File: src/hw/rtl/tqc_pkg.sv
package tqc_pkg;

    localparam int DIV_STAGES = 32;
    localparam int PIPE_DEPTH = DIV_STAGES + 2;

    localparam logic signed [15:0] CLIP_LEFT_RST   = -16'sd32768;
    localparam logic signed [15:0] CLIP_TOP_RST    = -16'sd32768;
    localparam logic signed [15:0] CLIP_RIGHT_RST  = 16'sd32767;
    localparam logic signed [15:0] CLIP_BOTTOM_RST = 16'sd32767;

    typedef enum logic [1:0] {
        REG_CLIP_LEFT,
        REG_CLIP_TOP,
        REG_CLIP_RIGHT,
        REG_CLIP_BOTTOM
    } t_reg_idx;

    typedef enum logic [1:0] {
        EDGE_LEFT,
        EDGE_RIGHT,
        EDGE_TOP,
        EDGE_BOTTOM
    } t_edge;

    // Values that ride alongside the dividers.
    typedef struct packed {
        logic               kept;
        logic               last;
        logic signed [15:0] l;
        logic signed [15:0] r;
        logic signed [15:0] t;
        logic signed [15:0] b;
        logic [15:0]        ul;
        logic [15:0]        ur;
        logic [15:0]        vt;
        logic [15:0]        vb;
    } t_tex;

    typedef struct packed {
        t_tex               tex;
        logic [15:0]        el;
        logic [15:0]        er;
        logic [15:0]        et;
        logic [15:0]        eb;
        logic signed [16:0] xs;
        logic signed [16:0] ys;
        logic signed [16:0] us;
        logic signed [16:0] vs;
    } t_setup;

    typedef struct packed {
        logic [31:0] dvd;
        logic [15:0] dsr;
        logic        neg;
        logic        zero;
    } t_div_in;

endpackage

File: src/hw/rtl/tqc_div.sv
// Restoring divider, one quotient bit per stage, magnitudes in, signed shift out.
module tqc_div import tqc_pkg::*; (
    input  logic        i_clk,
    input  logic        i_en,
    input  t_div_in     i_div,
    output logic [15:0] o_shift
);

    logic [15:0] r_rem  [DIV_STAGES];
    logic [31:0] r_dvd  [DIV_STAGES];
    logic [31:0] r_q    [DIV_STAGES];
    logic [15:0] r_dsr  [DIV_STAGES];
    logic        r_neg  [DIV_STAGES];
    logic        r_zero [DIV_STAGES];
    logic [15:0] n_rem  [DIV_STAGES];
    logic [31:0] n_dvd  [DIV_STAGES];
    logic [31:0] n_q    [DIV_STAGES];
    logic [15:0] n_dsr  [DIV_STAGES];
    logic        n_neg  [DIV_STAGES];
    logic        n_zero [DIV_STAGES];
    logic [16:0] trial  [DIV_STAGES];
    logic        ge     [DIV_STAGES];
    logic [16:0] diff   [DIV_STAGES];
    logic [15:0] q_lo;

    always_comb begin
        for (int k = 0; k < DIV_STAGES; k++) begin
            if (k == 0) begin
                trial[k]  = {16'd0, i_div.dvd[31]};
                n_dvd[k]  = {i_div.dvd[30:0], 1'b0};
                n_dsr[k]  = i_div.dsr;
                n_neg[k]  = i_div.neg;
                n_zero[k] = i_div.zero;
                ge[k]     = trial[k] >= {1'b0, i_div.dsr};
                n_q[k]    = {31'd0, ge[k]};
            end else begin
                trial[k]  = {r_rem[k-1], r_dvd[k-1][31]};
                n_dvd[k]  = {r_dvd[k-1][30:0], 1'b0};
                n_dsr[k]  = r_dsr[k-1];
                n_neg[k]  = r_neg[k-1];
                n_zero[k] = r_zero[k-1];
                ge[k]     = trial[k] >= {1'b0, r_dsr[k-1]};
                n_q[k]    = {r_q[k-1][30:0], ge[k]};
            end
            diff[k]  = trial[k] - {1'b0, n_dsr[k]};
            n_rem[k] = ge[k] ? diff[k][15:0] : trial[k][15:0];
        end
    end

    always_ff @(posedge i_clk) begin
        if (i_en) begin
            r_rem  <= n_rem;
            r_dvd  <= n_dvd;
            r_q    <= n_q;
            r_dsr  <= n_dsr;
            r_neg  <= n_neg;
            r_zero <= n_zero;
        end
    end

    assign q_lo    = r_q[DIV_STAGES-1][15:0];
    assign o_shift = r_zero[DIV_STAGES-1] ? 16'd0 :
                     (r_neg[DIV_STAGES-1] ? 16'(-q_lo) : q_lo);

endmodule

File: config.mk
export PLATFORM = sky130hd
export DESIGN_NAME = tqc_div
export DESIGN_NICKNAME = d
export VERILOG_FILES = /design/src/hw/rtl/tqc_pkg.sv /design/src/hw/rtl/tqc_div.sv
export SDC_FILE = /design/constraint.sdc
export NUM_CORES = 2
export LEC_CHECK = 0
export BUFFER_PORTS_ARGS = -buffer_cell sky130_fd_sc_hd__clkbuf_2
export CORE_MARGIN = 1
export CORE_UTILIZATION = 64
export CTS_CLUSTER_DIAMETER = 80
export DETAILED_ROUTE_END_ITERATION = 10
export PLACE_DENSITY_LB_ADDON = 0.1
export SYNTH_ARGS = -nofsm -noshare
export SYNTH_HDL_FRONTEND = slang
export SYNTH_SLANG_ARGS = --single-unit
File: constraint.sdc
create_clock -name i_clk -period 7.9 [get_ports i_clk]
set_input_delay 2.37 -clock i_clk [delete_from_list [all_inputs] [get_ports i_clk]]
set_output_delay 2.37 -clock i_clk [all_outputs]
set_load 0.005 [all_outputs]
==> summary.txt <==
P&R area growth vs syn - 10.1%
TritonCTS Buffers - 170
Least-Margin Pin Slew - 1.18 ns
Die height - 357 µm
Remaining DRCs - 0
Share of the synthesized area in the top cell type - 0.630
Flops & latches, synth - 1688
Share of cells above drive strength 1 - 0.121
Post-CTS Resized - 0
Root buf cell - clkbuf_16
Cell taking the most area after synthesis - edfxtp_1
MaxCap Viol Count - 0
YS warnings - 0
Combinational power share - 0.380
Flop pwr share - 0.390
Synth unique cells - 79
Cell Area, Placed - 0.0831 mm²
Drt wl/cell - 18.6 µm
WL final - 147000 µm
Die Wd - 357 µm
Crit path cell chain - or3_1 > or2_2 > or4_1 > o31ai_1 > xor2_1 > nor2_1 > clkbuf_2
WS Path Type - reg2out
Post-CTS setup buffer count - 0
Critical path buffers and inverters - 1
Final slew viol count - 0
Setup TNS - 0 ns
Cells taking the most area after synthesis - edfxtp_1 63%, ha_1 7.8%, mux2_2 4.7%
Critical path capture point type - primary output
# rows - 129
Post-synth EDFFs - 1688
Antenna violations before repair - 0
Final min period - 5.55 ns
Total core area - 0.124 mm²
Total number of vias - 46.3k
Arrival time at the worst endpoint - 3.18 ns
Pint - 23.3 mW
Setup-failing EPs final - 0
Period utilization - 0.703
Crit path max-delay family - simple AND/OR/NAND/NOR gates
IO Port Bufs - 67
Mapped cell area - 0.0805 mm²
Global-route usage over all layers - 0.233
FMAX - 0.180 GHz
Fraction of registers with async set/reset - 0
Overall Power - 34.6 mW
Top-count cell post-synth - edfxtp_1
Lkg Pwr - 34.6 nW
Top_reg_cell synth - edfxtp_1
Max_slew headroom - 0.208
Reg clk slew, reported paths - 0.06 ns
Pin count of the biggest net entering global routing - 189
DR vias/cell - 5.84
TritonCTS clock tree - built
Status - finished clean
Count of final hold-check violations - 0
Worst min path class - reg2reg
Hold_buf cts - 0
Sw power - 11.3 mW
Final nets - 6741
Synth Instances - 5946
Synth top cells by count - 1688 x edfxtp_1, 605 x inv_1, 499 x ha_1
Ports - 68
Iter 0 DRT Violations - 3416
Final Cell Area - 0.0886 mm²
Slowest cell delay on critical path - 0.54 ns
DR pass1 iterations - 6
RSZ-0062 raised after global routing - false
Placer Congestion - 0.906
CP max-delay cell - or4_1
Min Hold Slack - 0.405 ns
Startpoint type of the worst setup path - flop
Syn nets - 6527
Proportion of power drawn by the clock network - 0.230
Starting density of the core - 0.648
DIE AREA - 0.127 mm²
Cell Pwr Density - 391 mW/mm²
Avg Synthesized Cell Area - 13.5 µm²
Final HPWL DP - 103000 µm
Peak supply drop - 0.000302 V
First-pass GRT wire length - 235000 µm
Switching part of the total - 0.327
ANT cells - 0
Clock latency on the worst-skew pair - 0.79 ns
Sequential cell area fraction in the yosys report - 0.630
Gr ovfl total - 0
Worst path required time - 5.53 ns
Routed Antenna Nets - 0
CP max FO - 4
Vias in the first global route - 44.9k
Clock skew - 0.0235 ns
Clk buf depth - 3
H-tree depth - 4
Clock sink count - 1688
cell type report:
cell class / instances / area, µm²
clock buffers: 204 / 4470
clock inverters: 99 / 1050
fillers: 8278 / 35700
inverters: 605 / 2270
multi-input cells: 3589 / 27300
flip-flops and latches: 1688 / 50700
well taps: 1637 / 2050
repair buffers: 106 / 756
worst paths after layout:
path	endpoint	slack [ns]	startpoint	cells past startpoint
worst max-delay path	o_shift[15]	2.35	q_lo[6]$_DFFE_PP_	7
worst min-delay path	r_dvd[351]$_DFFE_PP_	0.40	n_dvd[351]$_DFFE_PP_	0
worst max register to register	r_rem[391]$_DFFE_PP_	3.76	r_rem[400]$_DFFE_PP_	9
worst min register to register	r_dvd[351]$_DFFE_PP_	0.40	n_dvd[351]$_DFFE_PP_	0
sequential cells by signal (all words and copies together), names as in the netlist:
name	flops
n_neg	31
n_q	120
q_lo	16
r_zero	1
n_dvd	465
r_rem	496
n_zero	31
r_dvd	31
r_neg	1
n_dsr	496
power by group through the flow:
stage          combinational (mW)  sequential [mW]  clock (mW)
2_1_floorplan                10.3             13.2           0
3_3_place_gp                 12.6             13.7           0
3_5_place_dp                 12.9             13.7           0
4_1_cts                      13.1             13.5        8.16
5_1_grt                      14.6             13.7        8.50
6_report                     13.2             13.5        7.95
logic make-up after synthesis:
logic type               synth area share
buffers and inverters              0.0316
multiplexers                       0.0519
AO/OA/AOI/OAI                      0.0924
XOR/XNOR                           0.0382
adder cells (fa/ha/maj)            0.0850
flip-flops                          0.630
AND/OR/NAND/NOR                    0.0713
layout by cell type, fill, tap and decap left out, types with 24 or more instances in the layout:
cell type / instances
nor3_1: 96
nand2b_1: 35
fa_1: 30
o31a_1: 31
a21oi_1: 320
clkbuf_1: 30
ha_1: 499
buf_4: 30
a211oi_1: 35
nand2_1: 273
mux2_2: 334
inv_1: 605
o21a_1: 73
o31ai_1: 24
o21bai_1: 28
or3_1: 34
o21ai_0: 266
a21o_1: 111
xor2_1: 141
nor2b_1: 67
mux2i_1: 42
o211ai_1: 37
clkbuf_2: 66
clkinv_2: 29
nand4_1: 76
xnor2_1: 210
nor4_1: 30
clkbuf_16: 174
nand3_1: 82
clkinv_1: 24
edfxtp_1: 1688
a31oi_1: 36
nor2_1: 348
and3_1: 37
or2_2: 28
routing by layer:
layer  up-vias  routed length, µm  global-route usage
met5         -                  0                   0
li1      22700                  -                   -
met3       268               6840              0.0367
met2      1081              71000               0.384
met1     22300              65100               0.318
met4         0               4480              0.0827
stage by stage:
stage	worst slack [ns]	std cells	utilization
6_report	2.35	7928	0.713
5_1_grt	2.20	7928	0.713
4_1_cts	2.28	7928	0.713
3_5_place_dp	2.99	7625	0.669
3_3_place_gp	3.17	7625	0.669
2_1_floorplan	3.51	5946	-
Note: power is estimated with default switching activity, not from simulation.
