[src/hw/rtl/tqc_pkg.sv]
package tqc_pkg;

    localparam int DIV_STAGES = 32;
    localparam int PIPE_DEPTH = DIV_STAGES + 2;

    localparam logic signed [15:0] CLIP_LEFT_RST   = -16'sd32768;
    localparam logic signed [15:0] CLIP_TOP_RST    = -16'sd32768;
    localparam logic signed [15:0] CLIP_RIGHT_RST  = 16'sd32767;
    localparam logic signed [15:0] CLIP_BOTTOM_RST = 16'sd32767;

    typedef enum logic [1:0] {
        REG_CLIP_LEFT,
        REG_CLIP_TOP,
        REG_CLIP_RIGHT,
        REG_CLIP_BOTTOM
    } t_reg_idx;

    typedef enum logic [1:0] {
        EDGE_LEFT,
        EDGE_RIGHT,
        EDGE_TOP,
        EDGE_BOTTOM
    } t_edge;

    // Values that ride alongside the dividers.
    typedef struct packed {
        logic               kept;
        logic               last;
        logic signed [15:0] l;
        logic signed [15:0] r;
        logic signed [15:0] t;
        logic signed [15:0] b;
        logic [15:0]        ul;
        logic [15:0]        ur;
        logic [15:0]        vt;
        logic [15:0]        vb;
    } t_tex;

    typedef struct packed {
        t_tex               tex;
        logic [15:0]        el;
        logic [15:0]        er;
        logic [15:0]        et;
        logic [15:0]        eb;
        logic signed [16:0] xs;
        logic signed [16:0] ys;
        logic signed [16:0] us;
        logic signed [16:0] vs;
    } t_setup;

    typedef struct packed {
        logic [31:0] dvd;
        logic [15:0] dsr;
        logic        neg;
        logic        zero;
    } t_div_in;

endpackage

[src/hw/rtl/tqc_mul.sv]
module tqc_mul import tqc_pkg::*; (
    input  logic    i_clk,
    input  logic    i_en,
    input  t_setup  i_setup,
    output t_div_in o_div [4],
    output t_tex    o_tex
);

    t_div_in     r_div [4];
    t_div_in     n_div [4];
    t_tex        r_tex;
    logic [16:0] us_mag;
    logic [16:0] vs_mag;
    logic [16:0] xs_mag;
    logic [16:0] ys_mag;

    always_comb begin
        us_mag = i_setup.us[16] ? 17'(-i_setup.us) : i_setup.us;
        vs_mag = i_setup.vs[16] ? 17'(-i_setup.vs) : i_setup.vs;
        xs_mag = i_setup.xs[16] ? 17'(-i_setup.xs) : i_setup.xs;
        ys_mag = i_setup.ys[16] ? 17'(-i_setup.ys) : i_setup.ys;

        n_div[EDGE_LEFT].dvd    = i_setup.el * us_mag[15:0];
        n_div[EDGE_RIGHT].dvd   = i_setup.er * us_mag[15:0];
        n_div[EDGE_TOP].dvd     = i_setup.et * vs_mag[15:0];
        n_div[EDGE_BOTTOM].dvd  = i_setup.eb * vs_mag[15:0];
        n_div[EDGE_LEFT].dsr    = xs_mag[15:0];
        n_div[EDGE_RIGHT].dsr   = xs_mag[15:0];
        n_div[EDGE_TOP].dsr     = ys_mag[15:0];
        n_div[EDGE_BOTTOM].dsr  = ys_mag[15:0];
        n_div[EDGE_LEFT].neg    = i_setup.us[16] ^ i_setup.xs[16];
        n_div[EDGE_RIGHT].neg   = i_setup.us[16] ^ i_setup.xs[16];
        n_div[EDGE_TOP].neg     = i_setup.vs[16] ^ i_setup.ys[16];
        n_div[EDGE_BOTTOM].neg  = i_setup.vs[16] ^ i_setup.ys[16];
        n_div[EDGE_LEFT].zero   = (i_setup.xs == 17'sd0);
        n_div[EDGE_RIGHT].zero  = (i_setup.xs == 17'sd0);
        n_div[EDGE_TOP].zero    = (i_setup.ys == 17'sd0);
        n_div[EDGE_BOTTOM].zero = (i_setup.ys == 17'sd0);
    end

    always_ff @(posedge i_clk) begin
        if (i_en) begin
            r_div <= n_div;
            r_tex <= i_setup.tex;
        end
    end

    assign o_div = r_div;
    assign o_tex = r_tex;

endmodule

[config.mk]
export PLATFORM = sky130hd
export DESIGN_NAME = tqc_mul
export DESIGN_NICKNAME = d
export VERILOG_FILES = /design/src/hw/rtl/tqc_pkg.sv /design/src/hw/rtl/tqc_mul.sv
export SDC_FILE = /design/constraint.sdc
export NUM_CORES = 2
export LEC_CHECK = 0
export BUFFER_PORTS_ARGS = -buffer_cell sky130_fd_sc_hd__buf_2
export CAP_MARGIN = 20
export CORE_AREA = 2 2 317 319
export CTS_CLUSTER_SIZE = 25
export DETAILED_ROUTE_END_ITERATION = 7
export DIE_AREA = 0 0 319 321
export PLACE_DENSITY = 0.62
export SETUP_SLACK_MARGIN = 0.4
export SLEW_MARGIN = 20
export SYNTH_ARGS = -nofsm -noshare
export SYNTH_HDL_FRONTEND = slang
export SYNTH_SLANG_ARGS = --single-unit
[constraint.sdc]
create_clock -name i_clk -period 17.42 [get_ports i_clk]
set_input_delay 3.484 -clock i_clk [delete_from_list [all_inputs] [get_ports i_clk]]
set_output_delay 3.484 -clock i_clk [all_outputs]
set_load 0.01 [all_outputs]
==> impl_metrics.yaml <==
cells_and_area:
  finalCoreUtilization_pct: 50.0
  highest_count_cells_in_the_layout_ignoring_fill_and_taps: "sky130_fd_sc_hd__inv_1, sky130_fd_sc_hd__fa_1, sky130_fd_sc_hd__nand2_1"
  layout_commonest_cell: "sky130_fd_sc_hd__inv_1"
  finalNetCount: 6318
  share_of_cells_above_drive_strength_1_pct: 14.9
  synthToLayoutAreaGrowth_pct: 12.4
  fillers: 9189
  fin_cells: 6188
synth:
  netlist-cell-type-count: 65
  netlist_area_sq_mm: 0.0441
  syn_avg_cell_area_sq_um: 9.99
  postSynthCellCount: 4419
  synthTopCellsByArea: "sky130_fd_sc_hd__fa_1, sky130_fd_sc_hd__edfxtp_1, sky130_fd_sc_hd__ha_1"
  ys.flop_type: "sky130_fd_sc_hd__edfxtp_1"
  synth_edf_count: 294
  synth_largest_type_area_fraction_pct: 35.2
  asyncSetResetFlopFracSynth_pct: 0
  yosysSeqAreaShare_pct: 20.0
  synthDominantAreaCellType: "sky130_fd_sc_hd__fa_1"
  ys_warn_count: 0
  synth.net_count: 5879
  synth_seq_cells: 294
route:
  wirelength_um: 123000
  detail-route-antenna-nets: 0
  vias: 31900
  remaining_drc_errors: 0
  vias_per_cell: 5.16
  wire_length_per_cell_after_detailed_routing_um: 19.8
  first_pass_iters: 5
  drt-initial-drc-count: 1832
place:
  globalplace.congestion: 0.919
  dp.final_hpwl_um: 95500
  dpl.cell_count: 6115
  io_buffers: 593
  dp_worst_setup_slack_ns: 6.00
setup_path:
  critical_path_class: "in -> reg"
  worstSetupStartpointType: "input port"
  critPathCaptureType: "flop"
  critical_path_peak_fanout: 34
  crit_required_ns: 17.76
  critPathArrivalTime_ns: 11.18
timing:
  tightest_slew_ns: 1.03
  final_slew_viol_count: 0
  max_freq_mhz: 92.2
  grt_setup_unrepaired: "false"
  timing.slew.headroom_pct: 31.5
  clock_period_minus_worst_slack_ns: 10.84
  setup_tns_ns: 0
  period_share_pct: 62.2
  setup_viol_count_final: 0
  worst_slack_ns: 6.58
  hold_violations: 0
clock_tree:
  postCtsSetupBuffers: 0
  cts_resized: 0
  clock_tree.root_cell: "sky130_fd_sc_hd__clkbuf_16"
  cts-hold-fix-buffers: 0
  cts_htree_levels: 2
  cts_tree: "yes"
  clk_pin_slew_ns: 0.06
  cts_sinks: 294
  tritoncts.num_buffers: 39
  ctsLongestPathBuffers: 3
floorplanning:
  placeable_core_region_sq_mm: 0.0993
  rows: 116
  die_width_um: 319
  die_footprint_sq_mm: 0.102
  initial_core_util_pct: 44.5
  floorplan.die.height_um: 321
  io_pins: 594
run:
  maxCapViolations: 0
global_route:
  grt_antenna_before_repair: 13
  overall_global_routing_usage_pct: 24.6
  grt_overflow: 0
  first_global_vias: 33900
  maximum_number_of_pins_on_one_net_before_global_route_repair: 167
  grt_first_pass_wirelength_um: 194000
min_path:
  hold_end: "o_tex[80]"
  timing.hold.worst_path_depth: 1
  timing.hold.worst.class: "in -> reg"
  timing.hold.worst.start: "i_setup[212]"
run_status:
  run_status: "finished clean"
[synthesized netlist by cell type, drive strengths merged, types with 12 or more instances]
master	instances
a211oi	17
a21o	54
a21oi	99
and2	493
buf	37
clkbuf	187
edfxtp	294
fa	776
ha	420
inv	874
nand2	615
nand2b	16
nand3	32
nand4	12
nor2	48
nor2b	13
nor3	17
o21ai	90
o21bai	14
o31ai	16
or3	14
xnor2	131
xor2	38
[state kept, by name, summed over array words and instances, names as in the netlist]
register  count
o_div       164
o_tex       130
[layout make-up]
| cell class | count | area (sq um) | share of cell area (%) |
|---|---|---|---|
| Sequential cell | 294 | 8830 | 17.8 |
| Timing Repair Buffer | 622 | 3210 | 6.47 |
| Clock buffer | 44 | 995 | 2.01 |
| Multi-Input combinational cell | 3027 | 31300 | 63.2 |
| Clock inverter | 23 | 319 | 0.643 |
| Inverter | 874 | 3280 | 6.61 |
| Tap cell | 1298 | 1620 | 3.27 |
| Antenna cell | 6 | 15.0 | 0.0303 |
[through the flow]
stage	hold WS [ns]	cell area [sq um]
2_1_floorplan	3.58	44100
3_5_place_dp	3.66	48300
3_3_place_gp	3.66	48300
4_1_cts	3.00	49600
6_report	3.05	49600
5_1_grt	3.01	49600
[routing by layer]
metal	up-vias	GRT usage, %	wire, um
li1	14500	-	-
met1	16300	32.3	51600
met2	1034	41.1	58600
met3	153	4.68	8580
met4	2	7.86	3990
met5	-	0	12
[critical path, stage by stage]
cell                       delay [ns]
sky130_fd_sc_hd__buf_2           0.52
sky130_fd_sc_hd__inv_1           0.11
sky130_fd_sc_hd__ha_1            0.23
sky130_fd_sc_hd__nand2b_1        0.15
sky130_fd_sc_hd__nand2b_1        0.15
sky130_fd_sc_hd__or2_2           0.13
sky130_fd_sc_hd__o21ai_1         0.12
sky130_fd_sc_hd__xnor2_4         0.75
sky130_fd_sc_hd__nand2_1         0.17
sky130_fd_sc_hd__fa_1            0.50
sky130_fd_sc_hd__fa_1            0.49
sky130_fd_sc_hd__inv_1           0.04
sky130_fd_sc_hd__fa_1            0.51
sky130_fd_sc_hd__fa_1            0.43
sky130_fd_sc_hd__fa_1            0.49
sky130_fd_sc_hd__inv_1           0.05
sky130_fd_sc_hd__fa_1            0.47
sky130_fd_sc_hd__inv_1           0.04
sky130_fd_sc_hd__ha_1            0.36
sky130_fd_sc_hd__and3_1          0.23
sky130_fd_sc_hd__nand3_1         0.12
sky130_fd_sc_hd__or4_1           0.53
sky130_fd_sc_hd__a21oi_1         0.26
sky130_fd_sc_hd__o21ai_0         0.17
sky130_fd_sc_hd__a21oi_1         0.31
sky130_fd_sc_hd__a221oi_1        0.17
sky130_fd_sc_hd__xnor2_1         0.16
[cells by family after synthesis]
kind of cell,synth area share (%)
flops,20.0
xor+xnor,3.35
mux,0.0227
compound gates,5.23
fa+ha+maj,47.1
simple gates,14.6
buf+inv,9.65
[how the worst max path moves through the flow]
stage,slack [ns],to,depth (start not counted),start
after global routing,6.11,o_div[98],27,i_setup[0]
after detailed placement,6.00,o_div[197],27,i_setup[17]
final,6.58,o_div[98],27,i_setup[0]
after floorplan,6.88,o_div[98],27,i_setup[4]
after CTS,6.60,o_div[197],27,i_setup[17]
after global placement,6.09,o_div[98],27,i_setup[0]
Power is not shown: default switching activity piles up to over one toggle a cycle in this logic, so the estimate is an artifact.
