===== src/hw/rtl/tqc_pkg.sv =====
package tqc_pkg;

    localparam int DIV_STAGES = 32;
    localparam int PIPE_DEPTH = DIV_STAGES + 2;

    localparam logic signed [15:0] CLIP_LEFT_RST   = -16'sd32768;
    localparam logic signed [15:0] CLIP_TOP_RST    = -16'sd32768;
    localparam logic signed [15:0] CLIP_RIGHT_RST  = 16'sd32767;
    localparam logic signed [15:0] CLIP_BOTTOM_RST = 16'sd32767;

    typedef enum logic [1:0] {
        REG_CLIP_LEFT,
        REG_CLIP_TOP,
        REG_CLIP_RIGHT,
        REG_CLIP_BOTTOM
    } t_reg_idx;

    typedef enum logic [1:0] {
        EDGE_LEFT,
        EDGE_RIGHT,
        EDGE_TOP,
        EDGE_BOTTOM
    } t_edge;

    // Values that ride alongside the dividers.
    typedef struct packed {
        logic               kept;
        logic               last;
        logic signed [15:0] l;
        logic signed [15:0] r;
        logic signed [15:0] t;
        logic signed [15:0] b;
        logic [15:0]        ul;
        logic [15:0]        ur;
        logic [15:0]        vt;
        logic [15:0]        vb;
    } t_tex;

    typedef struct packed {
        t_tex               tex;
        logic [15:0]        el;
        logic [15:0]        er;
        logic [15:0]        et;
        logic [15:0]        eb;
        logic signed [16:0] xs;
        logic signed [16:0] ys;
        logic signed [16:0] us;
        logic signed [16:0] vs;
    } t_setup;

    typedef struct packed {
        logic [31:0] dvd;
        logic [15:0] dsr;
        logic        neg;
        logic        zero;
    } t_div_in;

endpackage


===== src/hw/rtl/tqc_setup.sv =====
module tqc_setup import tqc_pkg::*; (
    input  logic               i_clk,
    input  logic               i_en,
    input  logic signed [15:0] i_win_left,
    input  logic signed [15:0] i_win_top,
    input  logic signed [15:0] i_win_right,
    input  logic signed [15:0] i_win_bottom,
    input  logic signed [15:0] i_pos_left,
    input  logic signed [15:0] i_pos_right,
    input  logic signed [15:0] i_pos_top,
    input  logic signed [15:0] i_pos_bottom,
    input  logic [15:0]        i_tex_u_left,
    input  logic [15:0]        i_tex_u_right,
    input  logic [15:0]        i_tex_v_top,
    input  logic [15:0]        i_tex_v_bottom,
    input  logic               i_batch_end_in,
    output t_setup             o_setup
);

    t_setup             r_setup;
    t_setup             n_setup;
    logic signed [16:0] d_l;
    logic signed [16:0] d_r;
    logic signed [16:0] d_t;
    logic signed [16:0] d_b;
    logic               rej;

    always_comb begin
        d_l = {i_win_left[15], i_win_left} - {i_pos_left[15], i_pos_left};
        d_r = {i_pos_right[15], i_pos_right} - {i_win_right[15], i_win_right};
        d_t = {i_win_top[15], i_win_top} - {i_pos_top[15], i_pos_top};
        d_b = {i_pos_bottom[15], i_pos_bottom} - {i_win_bottom[15], i_win_bottom};
        rej = (i_pos_left >= i_win_right) || (i_pos_right <= i_win_left) ||
              (i_pos_top >= i_win_bottom) || (i_pos_bottom <= i_win_top);

        n_setup.tex.kept = !rej;
        n_setup.tex.last = i_batch_end_in;
        n_setup.tex.l    = (d_l > 0) ? i_win_left : i_pos_left;
        n_setup.tex.r    = (d_r > 0) ? i_win_right : i_pos_right;
        n_setup.tex.t    = (d_t > 0) ? i_win_top : i_pos_top;
        n_setup.tex.b    = (d_b > 0) ? i_win_bottom : i_pos_bottom;
        n_setup.tex.ul   = i_tex_u_left;
        n_setup.tex.ur   = i_tex_u_right;
        n_setup.tex.vt   = i_tex_v_top;
        n_setup.tex.vb   = i_tex_v_bottom;
        n_setup.el = (d_l > 0) ? d_l[15:0] : 16'd0;
        n_setup.er = (d_r > 0) ? d_r[15:0] : 16'd0;
        n_setup.et = (d_t > 0) ? d_t[15:0] : 16'd0;
        n_setup.eb = (d_b > 0) ? d_b[15:0] : 16'd0;
        n_setup.xs = {i_pos_right[15], i_pos_right} - {i_pos_left[15], i_pos_left};
        n_setup.ys = {i_pos_bottom[15], i_pos_bottom} - {i_pos_top[15], i_pos_top};
        n_setup.us = $signed({1'b0, i_tex_u_right}) - $signed({1'b0, i_tex_u_left});
        n_setup.vs = $signed({1'b0, i_tex_v_bottom}) - $signed({1'b0, i_tex_v_top});
    end

    always_ff @(posedge i_clk) begin
        if (i_en) begin
            r_setup <= n_setup;
        end
    end

    assign o_setup = r_setup;

endmodule


===== config.mk =====
export PLATFORM = sky130hd
export DESIGN_NAME = tqc_setup
export DESIGN_NICKNAME = d
export VERILOG_FILES = /design/src/hw/rtl/tqc_pkg.sv /design/src/hw/rtl/tqc_setup.sv
export SDC_FILE = /design/constraint.sdc
export NUM_CORES = 1
export LEC_CHECK = 0
export ABC_AREA = 0
export BUFFER_PORTS_ARGS = -buffer_cell sky130_fd_sc_hd__buf_2
export CAP_MARGIN = 40
export CORE_MARGIN = 4
export CORE_UTILIZATION = 45
export DETAILED_ROUTE_END_ITERATION = 10
export GPL_TIMING_DRIVEN = 0
export PLACE_DENSITY = 0.72
export SLEW_MARGIN = 10
export SYNTH_ARGS = -nofsm -noshare
export SYNTH_HDL_FRONTEND = slang
export SYNTH_SLANG_ARGS = --single-unit

===== constraint.sdc =====
create_clock -name i_clk -period 5.7 [get_ports i_clk]
set_clock_uncertainty 0.2 [all_clocks]
set_input_delay 1.14 -clock i_clk [delete_from_list [all_inputs] [get_ports i_clk]]
set_output_delay 1.14 -clock i_clk [all_outputs]
set_load 0.005 [all_outputs]

==> results.py, run 1 <==
metrics = {
    "sta": {
        "fin_crit_ns": 4.65,
        "rsz0062_at_grt": "no",
        "period_share": 0.815,
        "relSlewSlack": 0.532,
        "timing.fmax_mhz": 215,
        "slew_violations": 0,
        "holdWs_ns": 0.559,
        "setup_viol": 0,
        "finalHoldViolCount": 0,
        "worstMarginPinSlew_ns": 0.699,
        "setup_tns_ns": 0,
    },
    "final_layout": {
        "area_growth_pct": 23.9,
        "layout-drive-gt1-share": 0.280,
        "layout.cells.non_filler": 2479,
        "final_cell_mix": "buf_2, edfxtp_1, ha_1",
        "fin_area_mm2": 0.0207,
        "fin_nets": 2378,
        "largest_reg_flops": 262,
        "layout_commonest_cell": "buf_2",
    },
    "placed_design": {
        "post_dp_cell_area_mm2": 0.0196,
        "gp_congestion": 0.949,
        "hpwl_um": 39800,
        "port-buffer-count": 456,
        "place_inst": 2419,
    },
    "floorplanning": {
        "start_util": 0.456,
        "die-area_mm2": 0.0402,
        "die_w_um": 201,
        "die_h_um": 201,
        "io_pins": 457,
        "core_mm2": 0.0366,
        "placement_rows": 70,
    },
    "logic_synthesis": {
        "yosysUniqueCellTypes": 71,
        "ys_ff_latch": 262,
        "synth_nets": 1888,
        "synth_edf_count": 262,
        "yosysWarningCount": 0,
        "syn_inst": 1493,
        "syn_area_per_cell_um2": 11.2,
        "synth_ff_type": "edfxtp_1",
        "synthArstFlopShare": 0,
        "synth_area_mm2": 0.0167,
        "synth-seq-area-share": 0.471,
    },
    "global_routing": {
        "grtUsageTotal": 0.233,
        "grt_pass1_vias": 13700,
        "antenna_found_initial": 12,
        "grt_pass1_wl_um": 75500,
        "grt_overflow_total": 0,
        "grt_max_degree": 111,
    },
    "critical_path": {
        "path_class": "input pin to register",
        "critPathMaxFanout": 10,
        "crit_arrival_ns": 4.75,
        "critPathLaunch": "i_pos_right[0]",
        "endpoint": "o_setup[237]$_DFFE_PP_",
        "critPathLaunchType": "input pin",
        "worstPathRequired_ns": 5.80,
        "cp-end-kind": "register",
    },
    "power_and_ir_drop": {
        "power.density_mw_per_mm2": 291,
        "ir_drop_v": 0.000258,
        "power_leakage_uw": 0.00967,
        "finalPower_uw": 6020,
    },
    "run_status": {
        "status": "finished clean",
    },
    "route": {
        "initialDrtViolationCount": 619,
        "remaining_drc_errors": 0,
        "wirelength_um": 48900,
        "drt_pass1_iterations": 5,
        "avgViaCountPerCell": 5.42,
        "wire_per_inst_um": 19.7,
        "num_vias": 13400,
        "ant_nets": 0,
    },
    "clock_tree": {
        "cts_root_buffer": "clkbuf_16",
        "clock_sinks": 262,
        "cts_tree": "yes",
        "cts_resized": 0,
        "hold_buffers": 0,
        "clockBufferDepth": 3,
        "htreeDepth": 1,
        "cts_setup_buffers": 0,
        "clkTransAtPathRegs_ns": 0.06,
        "cts-buffers-inserted": 30,
    },
    "hold_path": {
        "hold_path_class": "input pin to register",
    },
    "flow_run": {
        "cap_violations": 0,
    },
}
cells in the mapped netlist (all sizes together) (23+ instances only):
master    n  area share
o21ai    67       0.020
nor2    116       0.026
and2     23      0.0086
xor2     37       0.019
a21oi    89       0.027
edfxtp  262        0.47
inv     164       0.037
o21a     24       0.011
nand2b   25      0.0094
mux2     31       0.023
nor3     32      0.0096
mux2i    40       0.024
xnor2    50       0.026
nand2    45       0.010
nor2b    40       0.015
nand4    24      0.0090
a21o     35       0.016
ha      192        0.14
metal layers:
layer / share of wire / vias up / track usage
li1: - / 6487 / -
met3: 0.096 / 99 / 0.0774
met4: 0.028 / 16 / 0.0649
met1: 0.39 / 6325 / 0.274
met2: 0.48 / 504 / 0.408
met5: 0.0021 / - / 0
where the power goes:
part           switching, uW  internal, uW  leakage [uW]
logic                    835           649       0.00661
registers               64.4          2430       0.00256
clock network            816          1220      0.000498
total                   1720          4300       0.00967
worst max-delay path, stage by stage:
cell     delay [ns]
buf_2          0.11
inv_1          0.15
ha_1           0.27
fa_1           0.25
nor2b_1        0.08
o31a_1         0.28
o211a_1        0.25
or2_1          0.25
a31oi_1        0.21
xor2_1         0.26
o21ai_0        0.20
o41ai_4        0.68
buf_6          0.28
mux2_4         0.33
per-stage QoR:
stage / util / setup WS (ns)
after global placement: 0.534 / -0.457
after floorplan: - / 1.28
after CTS: 0.564 / 1.12
after detailed placement: 0.536 / 0.519
after global routing: 0.564 / 0.955
final: 0.565 / 1.05
how the worst min path moves through the flow:
stage,depth (start not counted),end,slack (ns),start
finish,1,o_setup[260]$_DFFE_PP_,0.56,i_batch_end_in
global route,1,o_setup[260]$_DFFE_PP_,0.54,i_batch_end_in
CTS,1,o_setup[260]$_DFFE_PP_,0.53,i_batch_end_in
detailed placement,1,o_setup[260]$_DFFE_PP_,1.12,i_batch_end_in
global placement,1,o_setup[260]$_DFFE_PP_,1.12,i_batch_end_in
floorplan,0,o_setup[132]$_DFFE_PP_,1.04,i_tex_v_bottom[0]
layout make-up:
class | count | area (um^2)
timing repair buffer | 458 | 2350
tap | 468 | 586
antenna | 6 | 15.0
clock buffer | 34 | 787
buffer | 20 | 103
sequential | 262 | 7870
fill | 3126 | 15900
clock inverter | 20 | 245
inverter | 164 | 616
multi-input combinational | 1047 | 8100
cells by family (layout without fill, tap and decap cells):
logic type | after synthesis | after routing | share of synthesized area
multiplexers | 71 | 71 | 0.0469
AO/OA/AOI/OAI | 312 | 312 | 0.122
buffers and inverters | 184 | 696 | 0.0430
AND/OR/NAND/NOR | 377 | 377 | 0.117
flip-flops | 262 | 262 | 0.471
other | 0 | 6 | 0
adder cells (fa/ha/maj) | 200 | 200 | 0.154
XOR/XNOR | 87 | 87 | 0.0457
Power figures use the tool's default switching activity.
==> run 2, diff against run 1 <==
Clock period 5.7 ns to 4.5 ns, I/O delays scaled along.
==> run 2 against run 1 <==
- global-route usage did not move
- critical path depth rose by 1
- combinational power rose by 27%
==> results.py, run 2 (same netlist as run 1, synthesis figures left out) <==
metrics = {
    "placed_design": {
        "gp_congestion": 0.949,
        "hpwl_um": 39800,
        "post-place-ws_ns": -0.441,
        "port-buffer-count": 456,
        "post_dp_cell_area_mm2": 0.0196,
        "place_inst": 2419,
    },
    "sta": {
        "rsz0062_at_grt": "no",
        "finalHoldViolCount": 0,
        "worst_slack_ns": 0.254,
        "timing.fmax_mhz": 235,
        "fin_crit_ns": 4.25,
        "slew_violations": 0,
        "relSlewSlack": 0.541,
        "setup_viol": 0,
        "worstMarginPinSlew_ns": 0.679,
        "period_share": 0.944,
    },
    "hold_path": {
        "hold_path_class": "input pin to register",
    },
    "floorplanning": {
        "core_mm2": 0.0366,
        "placement_rows": 70,
        "start_util": 0.456,
        "die_h_um": 201,
        "die-area_mm2": 0.0402,
        "die_w_um": 201,
        "io_pins": 457,
    },
    "final_layout": {
        "num-fill-cells": 3126,
        "largest_reg_flops": 262,
        "seq_area_mm2": 0.00787,
        "finish.utilization": 0.565,
        "final_cell_mix": "buf_2, edfxtp_1, ha_1",
        "fin_nets": 2380,
        "layout.cells.non_filler": 2481,
        "layout-drive-gt1-share": 0.281,
        "multiInputGateArea_mm2": 0.00810,
        "fin_area_mm2": 0.0207,
        "area_growth_pct": 23.9,
        "layout_commonest_cell": "buf_2",
    },
    "clock_tree": {
        "htreeDepth": 1,
        "hold_buffers": 0,
        "clock_sinks": 262,
        "cts_setup_buffers": 0,
        "clkTransAtPathRegs_ns": 0.06,
        "clockBufferDepth": 3,
        "cts_resized": 0,
        "cts_root_buffer": "clkbuf_16",
        "cts-buffers-inserted": 30,
        "cts_tree": "yes",
    },
    "route": {
        "drt_pass1_iterations": 5,
        "avgViaCountPerCell": 5.42,
        "wirelength_um": 49000,
        "wire_per_inst_um": 19.7,
        "num_vias": 13400,
        "initialDrtViolationCount": 647,
        "remaining_drc_errors": 0,
        "ant_nets": 0,
    },
    "global_routing": {
        "grt_pass1_wl_um": 75500,
        "grt_pass1_vias": 13700,
        "antenna_found_initial": 12,
        "grt_overflow_total": 0,
        "grt_max_degree": 111,
        "grtUsageTotal": 0.233,
    },
    "flow_run": {
        "cap_violations": 0,
    },
    "critical_path": {
        "critPathMaxFanout": 10,
        "worstPathRequired_ns": 4.62,
        "cp-end-kind": "register",
        "crit_arrival_ns": 4.36,
        "path_class": "input pin to register",
        "slowest_delay_ns": 0.48,
        "cpMaxStageDelayCell": "a32oi_1",
        "cp_cell_sequence": "buf_2 > inv_1 > ha_1 > fa_1 > nor2b_1 > o211ai_1 > a32oi_1 > a221o_1 > a21o_1 > a21oi_1 > xor2_1 > a41o_1 > buf_2 > buf_6 > mux2_2",
        "cp_common_cell": "buf_2",
        "critPathLaunchType": "input pin",
    },
    "power_and_ir_drop": {
        "power.density_mw_per_mm2": 369,
        "ir_drop_v": 0.000330,
        "finalPower_uw": 7630,
        "power_leakage_uw": 0.00968,
    },
    "run_status": {
        "status": "finished clean",
    },
}
run 2: cell count changes in the layout (fill, tap and decap cells not counted):
cell | previous run | this run
buf_4 | 1 | 3
run 2: through the flow:
stage	hold slack [ns]	setup TNS, ns
after floorplan	0.799	0
after global placement	0.881	-375.91
after detailed placement	0.883	-15.63
after CTS	0.288	0
after global routing	0.296	0
final	0.317	0
run 2: final cells by class:
cell class,instances,area share
inverters,164,0.0298
repair buffers,460,0.114
plain buffers,20,0.00496
clock buffers,34,0.0381
diodes,6,0.000726
clock inverters,20,0.0119
multi-input cells,1047,0.392
flip-flops and latches,262,0.380
well taps,468,0.0283
run 2: final timing paths:
| path | cells after the start | start | to |
|---|---|---|---|
| setup / recovery | 15 | i_pos_bottom[0] | o_setup[207]$_DFFE_PP_ |
| hold / removal | 1 | i_batch_end_in | o_setup[260]$_DFFE_PP_ |
run 2: power breakdown:
part	internal [uW]	switching (uW)	total, uW
clock network	1540	1040	2580
registers	3080	81.3	3160
logic	826	1060	1880
run 2: routing by layer:
| metal | vias to the layer above | part of all wire | track usage |
|---|---|---|---|
| met5 | - | 0.0021 | 0 |
| met4 | 16 | 0.028 | 0.0649 |
| met3 | 99 | 0.099 | 0.0774 |
| met2 | 514 | 0.48 | 0.408 |
| met1 | 6318 | 0.39 | 0.274 |
| li1 | 6489 | - | - |
run 2: worst max-delay path: cells and delay by family:
| family | cells | cell delay (ns) |
|---|---|---|
| and+or+nand+nor | 1 | 0.17 |
| xor gates and xnor gates | 1 | 0.23 |
| AOI/OAI and AO/OA | 6 | 1.39 |
| muxes | 1 | 0.36 |
| buffers and inverters | 4 | 0.67 |
| adders and majority gates | 2 | 0.63 |
==> run 3, diff against run 2 <==
Settings changed: ABC_AREA 0 to 1, CORE_UTILIZATION 45 to 35, PLACE_DENSITY 0.72 to 0.58.
==> run 3 against run 2 <==
- wire length grew 21%
- combinational power up 11%
- die area grew 38%
- first-iteration DRC count increased by 53%
- critical endpoint is now o_setup[87]$_SDFFCE_PP0P_
- sequential power barely moved
- worst setup slack better by 1.0 ns
==> results.py, run 3 <==
metrics = {
    "final_layout": {
        "largest_reg_flops": 262,
        "layout_commonest_cell": "nand2_1",
        "antenna_cells": 0,
        "layout.cells.non_filler": 3378,
        "fin_nets": 3069,
        "area_growth_pct": 23.3,
        "layout-drive-gt1-share": 0.207,
        "final_cell_mix": "nand2_1, buf_2, inv_1",
    },
    "placed_design": {
        "port-buffer-count": 456,
        "hpwl_um": 48500,
        "gp_congestion": 0.942,
        "place_inst": 3318,
    },
    "sta": {
        "worstMarginPinSlew_ns": 0.691,
        "finalHoldViolCount": 0,
        "relSlewSlack": 0.535,
        "period_share": 0.717,
        "timing.fmax_mhz": 310,
        "setup_viol": 0,
        "fin_crit_ns": 3.23,
        "slew_violations": 0,
        "rsz0062_at_grt": "no",
    },
    "route": {
        "avgViaCountPerCell": 4.84,
        "wire_per_inst_um": 17.5,
        "initialDrtViolationCount": 991,
        "remaining_drc_errors": 0,
        "drt_pass1_iterations": 5,
        "routed-wl-met3_um": 3810,
        "num_vias": 16300,
        "wirelength_um": 59100,
        "ant_nets": 0,
        "wl_met1_um": 25700,
        "routed.top_layer": "met5",
        "dr_wl_met2_um": 28000,
    },
    "logic_synthesis": {
        "syn_inst": 2180,
        "synth_ff_type": "edfxtp_1",
        "yosysMostFrequentCell": "nand2_1",
        "synthArstFlopShare": 0,
        "synth_common_cells": "nand2_1, inv_1, edfxtp_1",
        "yosysWarningCount": 0,
        "synth-seq-area-share": 0.433,
        "synth_edf_count": 262,
        "synth_nets": 2575,
        "yosysUniqueCellTypes": 41,
        "synth_area_leaders": "edfxtp_1, nand2_1, ha_1, inv_1, nand3_1",
        "syn_area_per_cell_um2": 8.34,
        "synth.top_cell.area_share": 0.433,
        "ys_ff_latch": 262,
        "synth_area_mm2": 0.0182,
        "yosys.area.top_type": "edfxtp_1",
    },
    "critical_path": {
        "cp_cell_sequence": "buf_2 > inv_1 > ha_1 > fa_1 > inv_1 > nand3_1 > nand3_1 > xnor2_1 > nand3_1 > nor3_1 > nand3_1 > nand2_1 > buf_4 > buf_4 > nor2_1",
        "worstPathRequired_ns": 4.58,
        "slowest_delay_ns": 0.41,
        "cp-end-kind": "register",
        "crit_arrival_ns": 3.31,
        "crit_buf_inv": 5,
        "critPathMaxFanout": 10,
        "crit_cells": 15,
        "cp_common_cell": "nand3_1",
        "cp_top_family": "simple AND/OR/NAND/NOR gates",
        "path_class": "input pin to register",
        "critPathLaunchType": "input pin",
        "cpMaxStageDelayCell": "fa_1",
    },
    "run_status": {
        "status": "finished clean",
    },
    "floorplanning": {
        "start_util": 0.354,
        "core_mm2": 0.0514,
        "die_h_um": 236,
        "placement_rows": 83,
        "io_pins": 457,
        "die-area_mm2": 0.0556,
        "die_w_um": 236,
    },
    "global_routing": {
        "grt_max_degree": 118,
        "grt_overflow_total": 0,
        "grtUsageTotal": 0.205,
        "grt_pass1_wl_um": 90700,
        "grt_pass1_vias": 15900,
        "antenna_found_initial": 3,
    },
    "power_and_ir_drop": {
        "ir_drop_v": 0.000262,
        "seq_power_share": 0.405,
        "power.share.clock": 0.330,
        "p_int_uw": 5410,
        "finalPower_uw": 7880,
        "power.density_mw_per_mm2": 351,
        "switchingPower_uw": 2470,
        "swShare": 0.313,
        "power_leakage_uw": 0.0116,
        "pwr-share-comb": 0.265,
    },
    "clock_tree": {
        "clock_sinks": 262,
        "hold_buffers": 0,
        "cts_setup_buffers": 0,
        "clkTransAtPathRegs_ns": 0.05,
        "cts-buffers-inserted": 34,
        "cts_tree": "yes",
        "cts_resized": 0,
        "clockBufferDepth": 3,
        "cts_root_buffer": "clkbuf_16",
        "htreeDepth": 2,
    },
    "hold_path": {
        "min_path_cells": 1,
        "hold_path_class": "input pin to register",
    },
    "flow_run": {
        "cap_violations": 0,
    },
}
run 3: changes by cell type after synthesis, moves of 21 or more:
cell and change:
nand2_1 +600, inv_1 +212, nand3_1 +136, mux2i_1 -40, nor2b_1 -39, nor2_1 +34, a21o_1 -26, nand2b_1 -25
o21a_1 -24, nand3b_1 +22, a21oi_1 +21, mux2_2 -21, xnor2_1 -21
run 3: cells by family (layout without fill, tap and decap cells):
| kind of cell | after synthesis | count (layout) | share of synthesized area |
|---|---|---|---|
| AO/OA/AOI/OAI | 195 | 195 | 0.0591 |
| XOR/XNOR | 69 | 69 | 0.0332 |
| adder cells (fa/ha/maj) | 200 | 200 | 0.141 |
| buffers and inverters | 403 | 921 | 0.0878 |
| flip-flops | 262 | 262 | 0.433 |
| AND/OR/NAND/NOR | 1051 | 1051 | 0.246 |
run 3: worst paths after layout:
kind,start,end,slack (ns)
worst max-delay path,i_win_top[0],o_setup[87]$_SDFFCE_PP0P_,1.27
worst min-delay path,i_batch_end_in,o_setup[260]$_DFFE_PP_,0.34
run 3: power groups by stage:
stage                     registers (uW)  clock network, uW  logic, uW
final                               3190               2600       2090
after global routing                3210               2800       2360
after CTS                           3190               2690       2110
after detailed placement            3230                  0       2090
after global placement              3250                  0       2060
after floorplan                     3270                  0       1130
run 3: metrics by stage:
step                TNS (ns)  setup WS [ns]   util  hold slack [ns]  area, um^2
floorplan                  0           1.37      -            0.799       18200
global placement     -381.89          -1.49  0.415            0.882       21300
detailed placement         0          0.715  0.416            0.879       21400
CTS                        0           1.30  0.436            0.290       22400
global route               0           1.08  0.436            0.303       22400
finish                     0           1.27  0.436            0.339       22400
run 3: metal layers:
| layer | vias up | track usage |
|---|---|---|
| met4 | 6 | 0.0575 |
| met3 | 100 | 0.0408 |
| met5 | - | 0 |
| met2 | 537 | 0.347 |
| li1 | 8146 | - |
| met1 | 7552 | 0.268 |
run 3: layout make-up:
cell class,count,area (um^2)
plain buffers,23,170
clock buffers,40,873
clock inverters,20,170
fillers,5195,29000
inverters,380,1430
multi-input cells,1515,8710
flip-flops and latches,262,7870
well taps,680,851
repair buffers,458,2350
